--- src/sv/nal2ab_pkg.sv ---
`timescale 1ns / 1ps
// Types and constants shared by the NAL to Annex B converter.
// Depends on nothing.
package nal2ab_pkg;

  localparam logic [4:0] TypeMask = 5'((1 << 5) - 1);
  localparam logic [4:0] TypeIdr = 5'd5;
  localparam logic [4:0] TypeSps = 5'd7;
  localparam logic [4:0] TypePps = 5'd8;
  localparam logic [7:0] EpbByte = 8'd3;
  localparam int unsigned HeadDepth = 4;

  typedef struct packed {
    logic [7:0] data_byte;
    logic       nal_last;
    logic       frame_last;
  } in_t;

  typedef struct packed {
    logic [7:0] out_byte;
    logic       run_last;
    logic       frame_end;
    logic       key_frame;
  } res_t;

  typedef enum logic [1:0] {
    OP_RAW,
    OP_CONV,
    OP_BODY
  } op_e;

  typedef struct packed {
    op_e                        op;
    logic [2:0]                 cnt;
    logic [HeadDepth-1:0][7:0]  bytes;
    logic                       nal_end;
    logic                       frame_end;
    logic                       key;
  } cmd_t;

endpackage

--- src/sv/nal2ab_front.sv ---
`timescale 1ns / 1ps
// Front end: accepts NAL bytes, holds the NAL head and issues byte commands.
// Depends on nal2ab_pkg.
module nal2ab_front (
  input  logic               clk_i,
  input  logic               rst_ni,
  input  logic               acc_i,
  input  nal2ab_pkg::in_t    in_i,
  output logic               cmd_push_o,
  output nal2ab_pkg::cmd_t   cmd_o
);
  import nal2ab_pkg::*;

  logic [2:0]      head_count_q, head_count_d;
  logic [2:0][7:0] held_q;
  logic            copy_q, copy_d;
  logic            key_q, key_d;
  logic [7:0]      b;
  logic [7:0]      hdr;
  logic [4:0]      hdr_type;
  logic            nl;
  logic            key_hit;
  logic            start_code;

  assign b = in_i.data_byte;
  assign nl = in_i.nal_last | in_i.frame_last;
  assign hdr = (head_count_q == 3'd0) ? b : held_q[0];
  assign hdr_type = hdr[4:0] & TypeMask;
  assign key_hit = hdr_type inside {TypeIdr, TypeSps, TypePps};
  assign start_code = (held_q[0] == 8'd0) && (held_q[1] == 8'd0) &&
                      (held_q[2] == 8'd0) && (b == 8'd1);

  always_comb begin
    cmd_o = '0;
    cmd_o.op = OP_RAW;
    cmd_o.bytes[0] = (head_count_q == 3'd0) ? b : held_q[0];
    cmd_o.bytes[1] = (head_count_q == 3'd1) ? b : held_q[1];
    cmd_o.bytes[2] = (head_count_q == 3'd2) ? b : held_q[2];
    cmd_o.bytes[3] = b;
    cmd_o.cnt = head_count_q + 3'd1;
    cmd_o.nal_end = nl;
    cmd_o.frame_end = in_i.frame_last;
    cmd_push_o = 1'b0;
    head_count_d = head_count_q;
    copy_d = copy_q;
    key_d = key_q;
    if (acc_i) begin
      if (head_count_q < 3'(HeadDepth)) begin
        head_count_d = head_count_q + 3'd1;
        if (head_count_q == 3'(HeadDepth - 1)) begin
          cmd_push_o = 1'b1;
          if (start_code) begin
            cmd_o.op = OP_RAW;
            copy_d = 1'b1;
          end else begin
            cmd_o.op = OP_CONV;
            copy_d = 1'b0;
            key_d = key_q | key_hit;
          end
        end else if (nl) begin
          cmd_push_o = 1'b1;
          cmd_o.op = OP_CONV;
          key_d = key_q | key_hit;
        end
      end else begin
        cmd_push_o = 1'b1;
        cmd_o.cnt = 3'd1;
        cmd_o.bytes[0] = b;
        cmd_o.op = copy_q ? OP_RAW : OP_BODY;
      end
      cmd_o.key = key_d;
      if (nl) begin
        head_count_d = 3'd0;
        copy_d = 1'b0;
      end
      if (in_i.frame_last) begin
        key_d = 1'b0;
      end
    end
  end

  always_ff @(posedge clk_i or negedge rst_ni) begin
    if (!rst_ni) begin
      head_count_q <= 3'd0;
      copy_q <= 1'b0;
      key_q <= 1'b0;
    end else begin
      head_count_q <= head_count_d;
      copy_q <= copy_d;
      key_q <= key_d;
    end
  end

  always_ff @(posedge clk_i) begin
    if (acc_i && (head_count_q < 3'(HeadDepth - 1))) begin
      held_q[head_count_q[1:0]] <= b;
    end
  end

endmodule

--- src/sv/nal2ab_cmd_fifo.sv ---
`timescale 1ns / 1ps
// Short command queue between the front end and the byte emitter.
// Depends on nal2ab_pkg.
module nal2ab_cmd_fifo #(
  parameter int unsigned Depth = 2
) (
  input  logic              clk_i,
  input  logic              rst_ni,
  input  logic              push_i,
  input  nal2ab_pkg::cmd_t  data_i,
  input  logic              pop_i,
  output nal2ab_pkg::cmd_t  data_o,
  output logic              full_o,
  output logic              valid_o
);
  import nal2ab_pkg::*;

  localparam int unsigned PtrW = (Depth > 1) ? $clog2(Depth) : 1;
  localparam int unsigned CntW = $clog2(Depth + 1);

  cmd_t            mem_q [Depth];
  logic [PtrW-1:0] wr_q, rd_q;
  logic [CntW-1:0] cnt_q;
  logic            do_push, do_pop;

  assign full_o = (cnt_q == CntW'(Depth));
  assign valid_o = (cnt_q != '0);
  assign data_o = mem_q[rd_q];
  assign do_push = push_i && !full_o;
  assign do_pop = pop_i && valid_o;

  always_ff @(posedge clk_i) begin
    if (do_push) begin
      mem_q[wr_q] <= data_i;
    end
  end

  always_ff @(posedge clk_i or negedge rst_ni) begin
    if (!rst_ni) begin
      wr_q <= '0;
      rd_q <= '0;
      cnt_q <= '0;
    end else begin
      if (do_push) begin
        wr_q <= (wr_q == PtrW'(Depth - 1)) ? '0 : wr_q + 1'b1;
      end
      if (do_pop) begin
        rd_q <= (rd_q == PtrW'(Depth - 1)) ? '0 : rd_q + 1'b1;
      end
      if (do_push && !do_pop) begin
        cnt_q <= cnt_q + 1'b1;
      end else if (!do_push && do_pop) begin
        cnt_q <= cnt_q - 1'b1;
      end
    end
  end

endmodule

--- src/sv/nal2ab_back.sv ---
`timescale 1ns / 1ps
// Back end: expands commands into Annex B bytes with emulation prevention.
// Depends on nal2ab_pkg.
module nal2ab_back (
  input  logic              clk_i,
  input  logic              rst_ni,
  input  logic              cmd_valid_i,
  input  nal2ab_pkg::cmd_t  cmd_i,
  output logic              cmd_pop_o,
  input  logic              pop_i,
  output logic              empty_o,
  output nal2ab_pkg::res_t  res_o
);
  import nal2ab_pkg::*;

  logic [2:0] pre_q, pre_d;
  logic [1:0] idx_q, idx_d;
  logic [1:0] zrun_q, zrun_d;
  logic       out_valid_q;
  res_t       out_q;
  res_t       res_d;
  logic       advance;
  logic       in_prefix;
  logic       raw;
  logic       last;
  logic [7:0] cur;
  logic [1:0] last_idx;

  assign advance = cmd_valid_i && (!out_valid_q || pop_i);
  assign in_prefix = (cmd_i.op == OP_CONV) && (pre_q < 3'd4);
  assign cur = cmd_i.bytes[idx_q];
  assign raw = (cmd_i.op == OP_RAW) || ((cmd_i.op == OP_CONV) && (idx_q == 2'd0));
  assign last_idx = 2'(cmd_i.cnt - 3'd1);

  always_comb begin
    pre_d = pre_q;
    idx_d = idx_q;
    zrun_d = zrun_q;
    last = 1'b0;
    res_d = '0;
    if (in_prefix) begin
      res_d.out_byte = (pre_q == 3'd3) ? 8'd1 : 8'd0;
      pre_d = pre_q + 3'd1;
    end else if (!raw && (zrun_q == 2'd2) && (cur <= EpbByte)) begin
      res_d.out_byte = EpbByte;
      zrun_d = 2'd0;
    end else begin
      res_d.out_byte = cur;
      if (raw || (cur != 8'd0)) begin
        zrun_d = 2'd0;
      end else if (zrun_q != 2'd2) begin
        zrun_d = zrun_q + 2'd1;
      end
      if (idx_q == last_idx) begin
        last = 1'b1;
      end else begin
        idx_d = idx_q + 2'd1;
      end
    end
    if (last) begin
      pre_d = 3'd0;
      idx_d = 2'd0;
      if (cmd_i.nal_end) begin
        zrun_d = 2'd0;
      end
      res_d.run_last = 1'b1;
      res_d.frame_end = cmd_i.frame_end;
      res_d.key_frame = cmd_i.frame_end & cmd_i.key;
    end
  end

  assign cmd_pop_o = advance && last;
  assign empty_o = !out_valid_q;
  assign res_o = out_q;

  always_ff @(posedge clk_i or negedge rst_ni) begin
    if (!rst_ni) begin
      pre_q <= 3'd0;
      idx_q <= 2'd0;
      zrun_q <= 2'd0;
      out_valid_q <= 1'b0;
    end else begin
      if (advance) begin
        pre_q <= pre_d;
        idx_q <= idx_d;
        zrun_q <= zrun_d;
        out_valid_q <= 1'b1;
      end else if (pop_i) begin
        out_valid_q <= 1'b0;
      end
    end
  end

  always_ff @(posedge clk_i) begin
    if (advance) begin
      out_q <= res_d;
    end
  end

endmodule

--- src/sv/nal_to_annexb_emulation_prevention.sv ---
`timescale 1ns / 1ps
// NAL unit bytes in, Annex B byte stream with emulation prevention out.
// With the emitter idle, the command for an input beat is registered in the command queue, and
// its first result beat then in the emitter's output register. One input beat per cycle while the
// command queue has room; the emitter sends one output beat per cycle while its results are popped.
// Reset: asynchronous, active low; clears all control state and empties the queues.
module nal_to_annexb_emulation_prevention #(
  parameter int unsigned QueueDepth = 2
) (
  input  logic              clk_i,
  input  logic              rst_ni,
  input  logic              push,
  output logic              full,
  input  nal2ab_pkg::in_t   in_data_i,
  output logic              empty,
  input  logic              pop,
  output nal2ab_pkg::res_t  out_data_o
);
  import nal2ab_pkg::*;

  logic acc;
  logic cmd_push;
  logic cmd_pop;
  logic cmd_valid;
  cmd_t cmd_in;
  cmd_t cmd_out;

  assign acc = push && !full;

  nal2ab_front u_front (
    .clk_i      (clk_i),
    .rst_ni     (rst_ni),
    .acc_i      (acc),
    .in_i       (in_data_i),
    .cmd_push_o (cmd_push),
    .cmd_o      (cmd_in)
  );

  nal2ab_cmd_fifo #(
    .Depth (QueueDepth)
  ) u_fifo (
    .clk_i   (clk_i),
    .rst_ni  (rst_ni),
    .push_i  (cmd_push),
    .data_i  (cmd_in),
    .pop_i   (cmd_pop),
    .data_o  (cmd_out),
    .full_o  (full),
    .valid_o (cmd_valid)
  );

  nal2ab_back u_back (
    .clk_i       (clk_i),
    .rst_ni      (rst_ni),
    .cmd_valid_i (cmd_valid),
    .cmd_i       (cmd_out),
    .cmd_pop_o   (cmd_pop),
    .pop_i       (pop),
    .empty_o     (empty),
    .res_o       (out_data_o)
  );

endmodule

--- config.mk ---
export PLATFORM = sky130hd
export DESIGN_NAME = nal_to_annexb_emulation_prevention
export DESIGN_NICKNAME = d
export VERILOG_FILES = /design/src/sv/nal2ab_pkg.sv /design/src/sv/nal2ab_front.sv /design/src/sv/nal2ab_cmd_fifo.sv /design/src/sv/nal2ab_back.sv /design/src/sv/nal_to_annexb_emulation_prevention.sv
export SDC_FILE = /design/constraint.sdc
export NUM_CORES = 1
export LEC_CHECK = 0
export BUFFER_PORTS_ARGS = -buffer_cell sky130_fd_sc_hd__buf_4
export CAP_MARGIN = 20
export CORE_MARGIN = 4
export CORE_UTILIZATION = 35
export DETAILED_ROUTE_END_ITERATION = 6
export GPL_TIMING_DRIVEN = 0
export PLACE_DENSITY = 0.6
export SLEW_MARGIN = 40
export SYNTH_ARGS = -nofsm -noshare
export SYNTH_HDL_FRONTEND = slang
export SYNTH_HIERARCHICAL = 1
export SYNTH_SLANG_ARGS = --single-unit
--- constraint.sdc ---
create_clock -name clk_i -period 4.8 [get_ports clk_i]
set_clock_uncertainty 0.15 [all_clocks]
set_input_delay 0.72 -clock clk_i [delete_from_list [all_inputs] [get_ports clk_i]]
set_output_delay 0.72 -clock clk_i [all_outputs]
set_load 0.01 [all_outputs]
# Word-level counts from Yosys, hierarchy flattened
# Memory sizes are Yosys's and may differ from the RTL's.
# Index checks and enable logic that the tools add are counted.
# word_totals
ff_bits	52
ramBits	80
mem_count	1
word_cells	155
# classes
n_addsub	9
bitwise	3
n_mux	60
order_cmp	7
n_eq_ne	16
n_reduce_logical	42
# memory_table
memory	words	word_bits	rd	rd_clocked_by_memory_dff	write_ports	line_no	text
u_fifo.mem_q	2	40	1	0	1	nal2ab_cmd_fifo.sv:21	cmd_t mem_q [Depth];
# op_table
operator	count
$mux W8	9
$mux W2	15
$mux W1	26
$bwmux W24	1
$logic_not A8 Y1	3
$mux W3	6
$bmux W8 S2	1
$demux W8 S2	1
$logic_and A1 B1 Y1	16
$reduce_bool A2 Y1	6
$eq A5 B3 Y1 const B	2
$eq A3 B2 Y1 const B	3
$eq A8 B1 Y1 const B	1
$le A8 B2 Y1 const B	1
$reduce_bool A8 Y1	1
$add A2 B1 Y2 const B	3
$add A3 B1 Y3 const B	2
$lt A2 B3 Y1 const B	2
$lt A3 B3 Y1 const B	2
$eq A5 B4 Y1 const B	1
$logic_not A1 Y1	5
$mux W5	1
$eq A2 B2 Y1 const B	2
$logic_not A2 Y1	2
other kinds (17)	25

# Longest topological paths before layout
# Gate-level depths: netlist of run 1.
# An unclocked memory read counts as a cell.
# logic_depth
word_depth	14
ltp_mapped	12
mapped_depth_nobuf	11

# Hierarchy
# Netlist of run 1, hierarchy kept.
# modules_own_cells
mod	seq_area_each_um2	n_inst	area_each_um2	cells_each
nal2ab_cmd_fifo	2502.4	1	3290.7	144
nal2ab_front	845.8	1	1660.3	146
nal2ab_back	530.5	1	1224.9	98
nal_to_annexb_emulation_prevention	0.0	1	13.8	1

# Least setup slack after synthesis of run 1
# OpenSTA, ideal clock, no wires.
# synth_path
kind	input to register
startpoint	input push
endpoint	memory u_fifo/mem_q[0][0] in the netlist's numbering, enable pin
slack_ns	1.193
stages	5
arrival_time_ns	3.020
setup_time_ns	0.437
path_buffers	1
cell_sequence	nor2b_4 -> buf_2 -> o31a_1 -> nand2_1 -> nor2_1
# synth_via
elab_chain_cells	5
# synth_rtl
element	line_no	text
from (decl)	nal_to_annexb_emulation_prevention.sv:12	input logic push,
$logic_and A1 B1 Y1	nal_to_annexb_emulation_prevention.sv:28	assign acc = push && !full;
$mux W1	nal2ab_front.sv:47	if (acc_i) begin
net cmd_push	nal_to_annexb_emulation_prevention.sv:22	logic cmd_push;
$logic_and A1 B1 Y1	nal2ab_cmd_fifo.sv:29	assign do_push = push_i && !full_o;
$mux W1	nal2ab_cmd_fifo.sv:33	if (do_push) begin
$mux W1 (implied by the code)	nal2ab_cmd_fifo.sv:34	mem_q[wr_q] <= data_i;
to (decl)	nal2ab_cmd_fifo.sv:21	
# The timed path passes the listed nets, and every way through them passes these cells.

==> results.sh, run 1 <==
export IMPL_outcome="complete, no violations"
export IMPL_drc=0
export IMPL_fin_crit_sh_pct=68.6
export IMPL_ant_nets=0
export IMPL_critical_path_class="flop to flop"
export IMPL_p_per_area_nw_per_um2=645
export IMPL_grt_max_degree=40
export IMPL_core_area_sq_um=17200
export IMPL_first_pass_iters=4
export IMPL_setup_viol=0
export IMPL_slew_violations=0
export IMPL_ctsHoldBuffers=0
export IMPL_max_clock_path_buffers=2
export IMPL_slew_headroom_pct=59.2
export IMPL_p_total_mw=4.68
export IMPL_seqCellArea_sq_um=3820
export IMPL_grt_pass1_vias=3332
export IMPL_ios=27
export IMPL_endpoint_kind="flop"
export IMPL_rows=48
export IMPL_grt_pass1_wl_um=17900
export IMPL_cts_clk_slew_worst_paths_ps=50
export IMPL_drive_gt1_share_pct=33.9
export IMPL_drt_wirelength_per_cell_um=16.4
export IMPL_clk_latency_ps=410
export IMPL_start_util_pct=35.5
export IMPL_drv_cap=0
export IMPL_dieArea_sq_um=19600
export IMPL_setup_slack_ps=1510
export IMPL_hold_class="input port to async pin"
export IMPL_cp_start_kind="flop"
export IMPL_post_cts_setup_buffers=0
export IMPL_cts_buffers=17
export IMPL_worst_slew_pin_slew_ps=612
export IMPL_design_area_sq_um=7250
export IMPL_fp_dieW_um=140
export IMPL_multi_input_area_sq_um=2020
export IMPL_via_per_inst=4.67
export IMPL_dieHeight_um=140
export IMPL_yosys_warnings=6
export IMPL_placed_cell_area_sq_um=6640
export IMPL_synth_nets=410
export IMPL_cp_data_arrival_time_ps=3430
export IMPL_grtUsageTotal_pct=11.9
export IMPL_cts_tree="done"
export IMPL_root_buffer="clkbuf_16"
export IMPL_layout_nets=457
export IMPL_antenna_found_initial=0
export IMPL_synthCells=385
export IMPL_cts_resized=0
export IMPL_p_leak_nw=2.76
export IMPL_place_congestion=0.834
export IMPL_ir_worst_vdd_v=0.000299
export IMPL_port_buffers=26
export IMPL_num_vias=3130
export IMPL_syn_to_final_growth_pct=18.8
export IMPL_gr_total_overflow=0
export IMPL_cp_required_ps=4940
export IMPL_rsz0062_at_grt="no"
export IMPL_drt_wl_total_um=11000
export IMPL_hold_violations=0
export IMPL_setup_total_negative_slack_ps=0
export IMPL_timing_fmax_ghz=0.304
export IMPL_antennaDiodeCount=0
export IMPL_ctsHtreeMaxLevel=4
export IMPL_synthesis_area_sq_um=6100
export IMPL_drt_first_iter_violations=231
export IMPL_synth_avg_cell_area_sq_um=15.9
export IMPL_fillCellCount=1549
export IMPL_cts_sinks=130
export IMPL_post_place_ws_ps=1510
export IMPL_fin_crit_ps=3290
export IMPL_cp_max_fo=10
export IMPL_dp_hpwl_um=7900
==> layout by cell type (no fill, tap or decap), types with 5 or more instances in the layout <==
cell type,instances
a21oi_1,6
nand2b_1,5
mux4_1,5
nor2_1,6
mux2_2,18
mux2_4,39
buf_4,36
nand2_1,40
inv_1,17
ha_1,11
dfrtp_1,17
o21ai_0,7
clkbuf_16,17
nor2b_1,5
edfxtp_1,113
clkbuf_1,6
nor4_1,6
and2_1,10
==> path summary, 6_finish.rpt <==
path,start,endpoint,slack [ps],cells past startpoint
max reg2reg,u_fifo/rd_q,u_fifo/cnt_q[1],1510,12
min,rst_ni,u_back/pre_q[0],30,1
min in group clk_i,u_fifo/cnt_q[1],u_fifo/cnt_q[1],340,1
min reg2reg,u_fifo/cnt_q[1],u_fifo/cnt_q[1],340,1
max,u_fifo/rd_q,u_fifo/cnt_q[1],1510,12
max in group asynchronous,rst_ni,u_back/zrun_q[1],4260,1
==> worst max-delay path: stages, from the launching register on <==
cell and delay, ps:
dfrtp_1 370, buf_6 140, buf_12 150, mux2_4 290, mux4_1 590, nor4_4 460
a21oi_2 170, and3_1 230, nand2_2 90, ha_1 160, xor2_1 160, nor2_1 70
xor2_1 130
==> cell type report <==
| cell class | count | area share, % |
|---|---|---|
| sequential | 130 | 52.6 |
| multi-input combinational | 216 | 27.9 |
| clock buffer | 20 | 6.02 |
| tap | 225 | 3.88 |
| timing repair buffer | 28 | 3.28 |
| buffer | 22 | 2.90 |
| clock inverter | 12 | 2.50 |
| inverter | 17 | 0.880 |
==> stage by stage <==
| stage | instances | util (%) | hold slack [ps] |
|---|---|---|---|
| 2_1_floorplan | 385 | - | 274 |
| 3_3_place_gp | 636 | 38.3 | 317 |
| 3_5_place_dp | 638 | 38.6 | 340 |
| 4_1_cts | 670 | 42.2 | 22.7 |
| 5_1_grt | 670 | 42.2 | 29.4 |
| 6_report | 670 | 42.2 | 34.7 |
==> state kept, by name, summed over array words and instances, names as in the netlist <==
register	count
u_back/out_valid_q	1
u_fifo/cnt_q	2
u_front/held_q	24
u_back/idx_q	2
u_front/head_count_q	3
u_back/zrun_q	2
u_front/copy_q	1
u_fifo/mem_q	78
u_fifo/rd_q	1
u_back/res_o	11
u_fifo/wr_q	1
u_front/key_q	1
u_back/pre_q	3
==> report_power, final <==
| group | internal [mW] | total (mW) | switching [mW] |
|---|---|---|---|
| Combinational | 0.814 | 1.62 | 0.809 |
| Clock | 0.870 | 1.32 | 0.454 |
| Sequential | 1.62 | 1.73 | 0.112 |
==> metal layers <==
metal	wire, um	GRT usage [%]	vias up
li1	-	-	1526
met1	4850	14.7	1528
met2	5520	19.7	62
met3	397	3.41	14
met4	221	4.84	0
met5	0	0	-
(Power assumes the default switching activity.)
==> inputs of run 2 (changes only) <==
--- a/config.mk
+++ b/config.mk
@@ -11,7 +11,7 @@
 export CORE_UTILIZATION = 35
 export DETAILED_ROUTE_END_ITERATION = 6
 export GPL_TIMING_DRIVEN = 0
-export PLACE_DENSITY = 0.6
+export PLACE_DENSITY = 0.62
 export SLEW_MARGIN = 40
 export SYNTH_ARGS = -nofsm -noshare
 export SYNTH_HDL_FRONTEND = slang
==> constraint.sdc (replaced) <==
create_clock -name clk_i -period 2.9 [get_ports clk_i]
set_clock_uncertainty 0.15 [all_clocks]
set_input_delay 0.435 -clock clk_i [delete_from_list [all_inputs] [get_ports clk_i]]
set_output_delay 0.435 -clock clk_i [all_outputs]
set_load 0.01 [all_outputs]
==> run 2 against run 1 <==
  * The flow now finishes with violations (setup timing)
  * Cell count rose by 2.8%
  * Non-clock buffer count rose by 19
  * Register-to-register slack worse by 1600 ps
  * Utilization increased by 0.69 points
  * Routed wire length grew 5.1%
  * Die area did not move
  * Sequential power grew 66%
  * Total power rose by 67%
  * Clock power grew 50%
==> results.sh, run 2 (same netlist as run 1, synthesis figures left out) <==
export IMPL_syn_to_final_growth_pct=20.8
export IMPL_violations="setup timing"
export IMPL_dp_cells=638
export IMPL_drive_gt1_share_pct=38.4
export IMPL_grtUsageMet1_pct=15.1
export IMPL_fp_dieW_um=140
export IMPL_largest_register="u_fifo/mem_q"
export IMPL_drv_cap=0
export IMPL_place_congestion=0.797
export IMPL_cts_buffers=17
export IMPL_antenna_found_initial=0
export IMPL_drt_wirelength_per_cell_um=16.8
export IMPL_slew_headroom_pct=56.0
export IMPL_gr_total_overflow=0
export IMPL_drt_first_iter_violations=144
export IMPL_ant_nets=0
export IMPL_max_clock_path_buffers=2
export IMPL_outcome="finished with violations"
export IMPL_cts_sinks=130
export IMPL_post_place_ws_ps=-442
export IMPL_fin_crit_sh_pct=105
export IMPL_layout_common_cells="113 x edfxtp_1, 53 x buf_4, 40 x nand2_1"
export IMPL_num_vias=3269
export IMPL_p_total_mw=7.82
export IMPL_dieArea_sq_um=19600
export IMPL_grt_pass1_wl_um=18600
export IMPL_largest_register_ff_count=78
export IMPL_endpoint_kind="flop"
export IMPL_dieHeight_um=140
export IMPL_critical_path_class="flop to flop"
export IMPL_fin_crit_ps=3040
export IMPL_p_per_area_nw_per_um2=1060
export IMPL_hold_violations=0
export IMPL_setup_total_negative_slack_ps=-138
export IMPL_grt_util_met2_pct=20.8
export IMPL_cts_tree="done"
export IMPL_setup_viol=1
export IMPL_cp_start_kind="flop"
export IMPL_root_buffer="clkbuf_16"
export IMPL_rows=48
export IMPL_antennaDiodeCount=0
export IMPL_cp_required_ps=3050
export IMPL_cp_data_arrival_time_ps=3190
export IMPL_final_cells=689
export IMPL_clk_latency_ps=410
export IMPL_setup_slack_ps=-138
export IMPL_hold_class="input port to flop"
export IMPL_cts_clk_slew_worst_paths_ps=50
export IMPL_layout_nets=476
export IMPL_ios=27
export IMPL_r2r_slack_ps=-140
export IMPL_grt_pass1_vias=3472
export IMPL_via_per_inst=4.74
export IMPL_ctsHtreeMaxLevel=4
export IMPL_first_pass_iters=4
export IMPL_final_common_cell="edfxtp_1"
export IMPL_slew_violations=0
export IMPL_worst_slew_pin_slew_ps=660
export IMPL_dp_hpwl_um=8120
export IMPL_gr_usage_met3_pct=3.82
export IMPL_port_buffers=26
export IMPL_drt_wl_total_um=11500
export IMPL_core_area_sq_um=17200
export IMPL_fillCellCount=1547
export IMPL_p_leak_nw=2.82
export IMPL_grt_busiest_layer="met2"
export IMPL_grtUsageTotal_pct=12.5
export IMPL_drc=0
export IMPL_start_util_pct=35.5
export IMPL_ir_worst_vdd_v=0.000522
export IMPL_timing_fmax_ghz=0.329
export IMPL_rsz0062_at_grt="yes"
export IMPL_cp_max_fo=7
export IMPL_grt_max_degree=40
run 2: cell count changes in the layout (fill, tap and decap cells not counted), moves of 2 or more:
cell,previous run,this run
buf_4,36,53
clkinv_2,0,4
clkinv_4,3,0
mux4_1,5,2
mux4_2,3,6
bufinv_16,4,2
run 2: path summary, 6_finish.rpt:
kind / from / to / depth (start not counted)
hold reg to reg: u_fifo/cnt_q[1] / u_fifo/cnt_q[1] / 1
hold / removal: in_data_i[0] / u_front/key_q / 2
max in group asynchronous: rst_ni / u_back/zrun_q[1] / 2
setup reg to reg: u_fifo/rd_q / u_fifo/cnt_q[1] / 12
setup / recovery: u_fifo/rd_q / u_fifo/cnt_q[1] / 12
min in group asynchronous: rst_ni / u_front/head_count_q[0] / 2
run 2: layer usage:
layer	up-vias	part of all wire (%)
li1	1562	-
met1	1621	43
met2	70	51
met3	16	3.6
met4	0	2.0
met5	-	0
run 2: cell type report:
cell class / count / area, sq um / area share (%)
Tap cell: 225 / 282 / 3.82
Sequential cell: 130 / 3820 / 51.8
Buffer: 22 / 210 / 2.85
Clock inverter: 11 / 114 / 1.54
Clock buffer: 21 / 440 / 5.97
Inverter: 17 / 63.8 / 0.865
Multi-Input combinational cell: 216 / 2060 / 27.9
Timing Repair Buffer: 47 / 387 / 5.24
run 2: metrics by stage:
step | util [%] | hold slack [ps] | instance area (sq um)
floorplan | - | -10.6 | 6100
detailed placement | 38.6 | 181 | 6630
global route | 42.9 | 44.6 | 7370
CTS | 42.5 | 26.6 | 7300
finish | 42.9 | 46.0 | 7370
global placement | 38.3 | 176 | 6580
run 2: power by group:
| group | switching, mW | internal [mW] |
|---|---|---|
| Clock | 0.730 | 1.25 |
| Combinational | 1.42 | 1.54 |
| Sequential | 0.198 | 2.68 |
| Total | 2.35 | 5.47 |
run 2: timing repair:
| action | in CTS | in global routing |
|---|---|---|
| hold buffers | 1 | 0 |
| pin swaps | 5 | 3 |
| endpoints found under the setup margin | 2 | 8 |
| endpoints found under the hold margin | 17 | 0 |
| buffers inserted | 12 | 7 |
| gates resized for setup | 5 | 7 |
run 2: critical path: stages, from the launching register on:
cell and delay, ps:
dfrtp_1 400, buf_6 160, buf_12 140, mux2_4 290, mux4_2 540, a2111oi_4 390
a21oi_2 110, and3_4 190, nand2_4 60, ha_4 130, xor2_2 150, nor2_2 70
xor2_1 140
==> inputs of run 3 (changes only) <==
--- a/config.mk
+++ b/config.mk
@@ -11,7 +11,7 @@
 export CORE_UTILIZATION = 35
 export DETAILED_ROUTE_END_ITERATION = 6
 export GPL_TIMING_DRIVEN = 0
-export PLACE_DENSITY = 0.62
+export PLACE_DENSITY = 0.6
 export SLEW_MARGIN = 40
 export SYNTH_ARGS = -nofsm -noshare
 export SYNTH_HDL_FRONTEND = slang
==> constraint.sdc (replaced) <==
create_clock -name clk_i -period 3.2 [get_ports clk_i]
set_clock_uncertainty 0.15 [all_clocks]
set_input_delay 0.48 -clock clk_i [delete_from_list [all_inputs] [get_ports clk_i]]
set_output_delay 0.48 -clock clk_i [all_outputs]
set_load 0.01 [all_outputs]
==> run 3 against run 2 <==
  * The flow now finishes without violations
  * Clock power about the same
  * Maximum frequency down 1.4%
  * Critical path depth unchanged
  * Largest cell class unchanged
  * Global-route usage down 0.60 points
  * Cell count down 1.7%
  * Critical endpoint unchanged
  * Critical path type unchanged
  * Sequential share of layout area up 0.32 points
  * Die area unchanged
  * Flip-flop and latch count unchanged
  * Total power down 9.0%
  * Sequential power down 9.7%
  * Routed wire length down 2.9%
==> results.sh, run 3 (same netlist as run 1, synthesis figures left out) <==
export IMPL_gr_total_overflow=0
export IMPL_worst_slew_pin_slew_ps=635
export IMPL_endpoint_kind="flop"
export IMPL_grtUsageTotal_pct=11.9
export IMPL_p_clk_share_pct=27.6
export IMPL_drive_gt1_share_pct=35.4
export IMPL_max_stage_delay_ps=570
export IMPL_placed_cell_area_sq_um=6640
export IMPL_critical_path_class="flop to flop"
export IMPL_max_clock_path_buffers=2
export IMPL_cp_max_fo=10
export IMPL_hold_violations=0
export IMPL_p_leak_nw=2.79
export IMPL_setup_total_negative_slack_ps=0
export IMPL_antenna_found_initial=0
export IMPL_first_pass_iters=4
export IMPL_grt_pass1_wl_um=18100
export IMPL_start_util_pct=35.5
export IMPL_hold_slack_ps=111
export IMPL_cts_tree="done"
export IMPL_dp_hpwl_um=7890
export IMPL_fillCellCount=1536
export IMPL_path_buf_inv=2
export IMPL_rows=48
export IMPL_ir_worst_vdd_v=0.000412
export IMPL_root_buffer="clkbuf_16"
export IMPL_fp_dieW_um=140
export IMPL_grt_pass1_vias=3347
export IMPL_layout_nets=464
export IMPL_drv_cap=0
export IMPL_largest_register_ff_count=78
export IMPL_hold_class="input port to flop"
export IMPL_seq_power_share_pct=36.6
export IMPL_cts_clk_slew_worst_paths_ps=50
export IMPL_setup_viol=0
export IMPL_crit_slowest_cell="mux4_2"
export IMPL_grt_max_degree=40
export IMPL_antennaDiodeCount=0
export IMPL_seqCellArea_sq_um=3820
export IMPL_slew_headroom_pct=57.7
export IMPL_core_area_sq_um=17200
export IMPL_cts_buffers=17
export IMPL_drc=0
export IMPL_place_congestion=0.839
export IMPL_cts_sinks=130
export IMPL_clk_latency_ps=400
export IMPL_timing_fmax_ghz=0.325
export IMPL_design_area_sq_um=7330
export IMPL_p_total_mw=7.12
export IMPL_largest_register="u_fifo/mem_q"
export IMPL_p_per_area_nw_per_um2=971
export IMPL_drt_first_iter_violations=280
export IMPL_power_frac_comb_pct=35.8
export IMPL_final_common_cell="edfxtp_1"
export IMPL_num_vias=3228
export IMPL_fin_crit_ps=3080
export IMPL_p_sw_share_pct=29.5
export IMPL_crit_chain="buf_6 > buf_12 > mux2_4 > mux4_2 > a2111oi_4 > a21oi_4 > and3_4 > nand2_4 > ha_4 > xor2_2 > nor2_2 > xor2_1"
export IMPL_ant_nets=0
export IMPL_syn_to_final_growth_pct=20.0
export IMPL_drt_wirelength_per_cell_um=16.6
export IMPL_p_switching_mw=2.10
export IMPL_via_per_inst=4.77
export IMPL_slew_violations=0
export IMPL_cp_start_kind="flop"
export IMPL_power_internal_mw=5.01
export IMPL_layout_common_cells="113 x edfxtp_1, 42 x buf_4, 40 x nand2_1"
export IMPL_cp_data_arrival_time_ps=3220
export IMPL_fin_crit_sh_pct=96.3
export IMPL_dieHeight_um=140
export IMPL_ctsHtreeMaxLevel=4
export IMPL_cp_required_ps=3340
export IMPL_multi_input_area_sq_um=2060
export IMPL_dieArea_sq_um=19600
export IMPL_rsz0062_at_grt="no"
export IMPL_port_buffers=26
export IMPL_crit_family="multiplexers"
export IMPL_ios=27
export IMPL_drt_wl_total_um=11200
export IMPL_outcome="complete, no violations"
run 3: cell types whose count changed in the layout (fill, tap and decap cells not counted), moves of 2 or more:
cell,previous run,this run
clkinv_2,4,2
clkinv_1,1,3
buf_4,53,42
mux4_2,6,4
mux4_1,2,4
bufinv_16,2,4
run 3: power groups by stage:
stage / Sequential [mW] / Combinational (mW) / Clock, mW
after floorplan: 2.63 / 1.79 / 0
after global placement: 2.63 / 2.38 / 0
after detailed placement: 2.63 / 2.47 / 0
after CTS: 2.60 / 2.48 / 1.99
after global routing: 2.65 / 2.77 / 2.09
final: 2.60 / 2.55 / 1.96
run 3: final cells by class:
class	count	share of cell area, %
timing repair buffer	35	4.00
sequential	130	52.1
buffer	22	2.87
clock inverter	12	2.24
clock buffer	20	5.96
tap	225	3.84
inverter	17	0.871
multi-input combinational	216	28.1
run 3: final timing paths:
check | start | end | slack, ps | cells after the start
max | u_fifo/rd_q | u_fifo/cnt_q[1] | 120 | 12
min | in_data_i[0] | u_front/key_q | 110 | 2
max reg2reg | u_fifo/rd_q | u_fifo/cnt_q[1] | 120 | 12
min reg2reg | u_fifo/cnt_q[1] | u_fifo/cnt_q[1] | 350 | 1
max in group asynchronous | rst_ni | u_back/idx_q[0] | 2340 | 2
min in group asynchronous | rst_ni | u_back/out_valid_q | 350 | 2
run 3: routing by layer:
| metal | track usage [%] | wire [um] | vias to the layer above |
|---|---|---|---|
| li1 | - | - | 1542 |
| met1 | 15.5 | 5180 | 1585 |
| met2 | 19.6 | 5400 | 77 |
| met3 | 2.08 | 317 | 24 |
| met4 | 5.56 | 316 | 0 |
| met5 | 0 | 0 | - |
run 3: worst reg2reg max path: stages, from the launching register on:
cell       delay (ps)
dfrtp_1           370
buf_6             150
buf_12            160
mux2_4            300
mux4_2            570
a2111oi_4         410
a21oi_4           120
and3_4            210
nand2_4            80
ha_4              140
xor2_2            140
nor2_2             50
xor2_1            130
run 3: metrics by stage:
stage / utilization [%] / worst slack [ps] / std cells
floorplan: - / 183 / 385
global placement: 38.3 / -322 / 636
detailed placement: 38.6 / -90.3 / 638
CTS: 42.3 / 23.4 / 673
global route: 42.7 / 11.3 / 677
finish: 42.7 / 119 / 677
run 3: repair_timing:
item / 4_1_cts / 5_1_grt
hold endpoints to repair: 17 / 0
setup buffers: 2 / 4
endpoints found under the setup margin: 1 / 1
pin swaps: 2 / 2
gates resized for setup: 0 / 8
hold buffers: 1 / 0
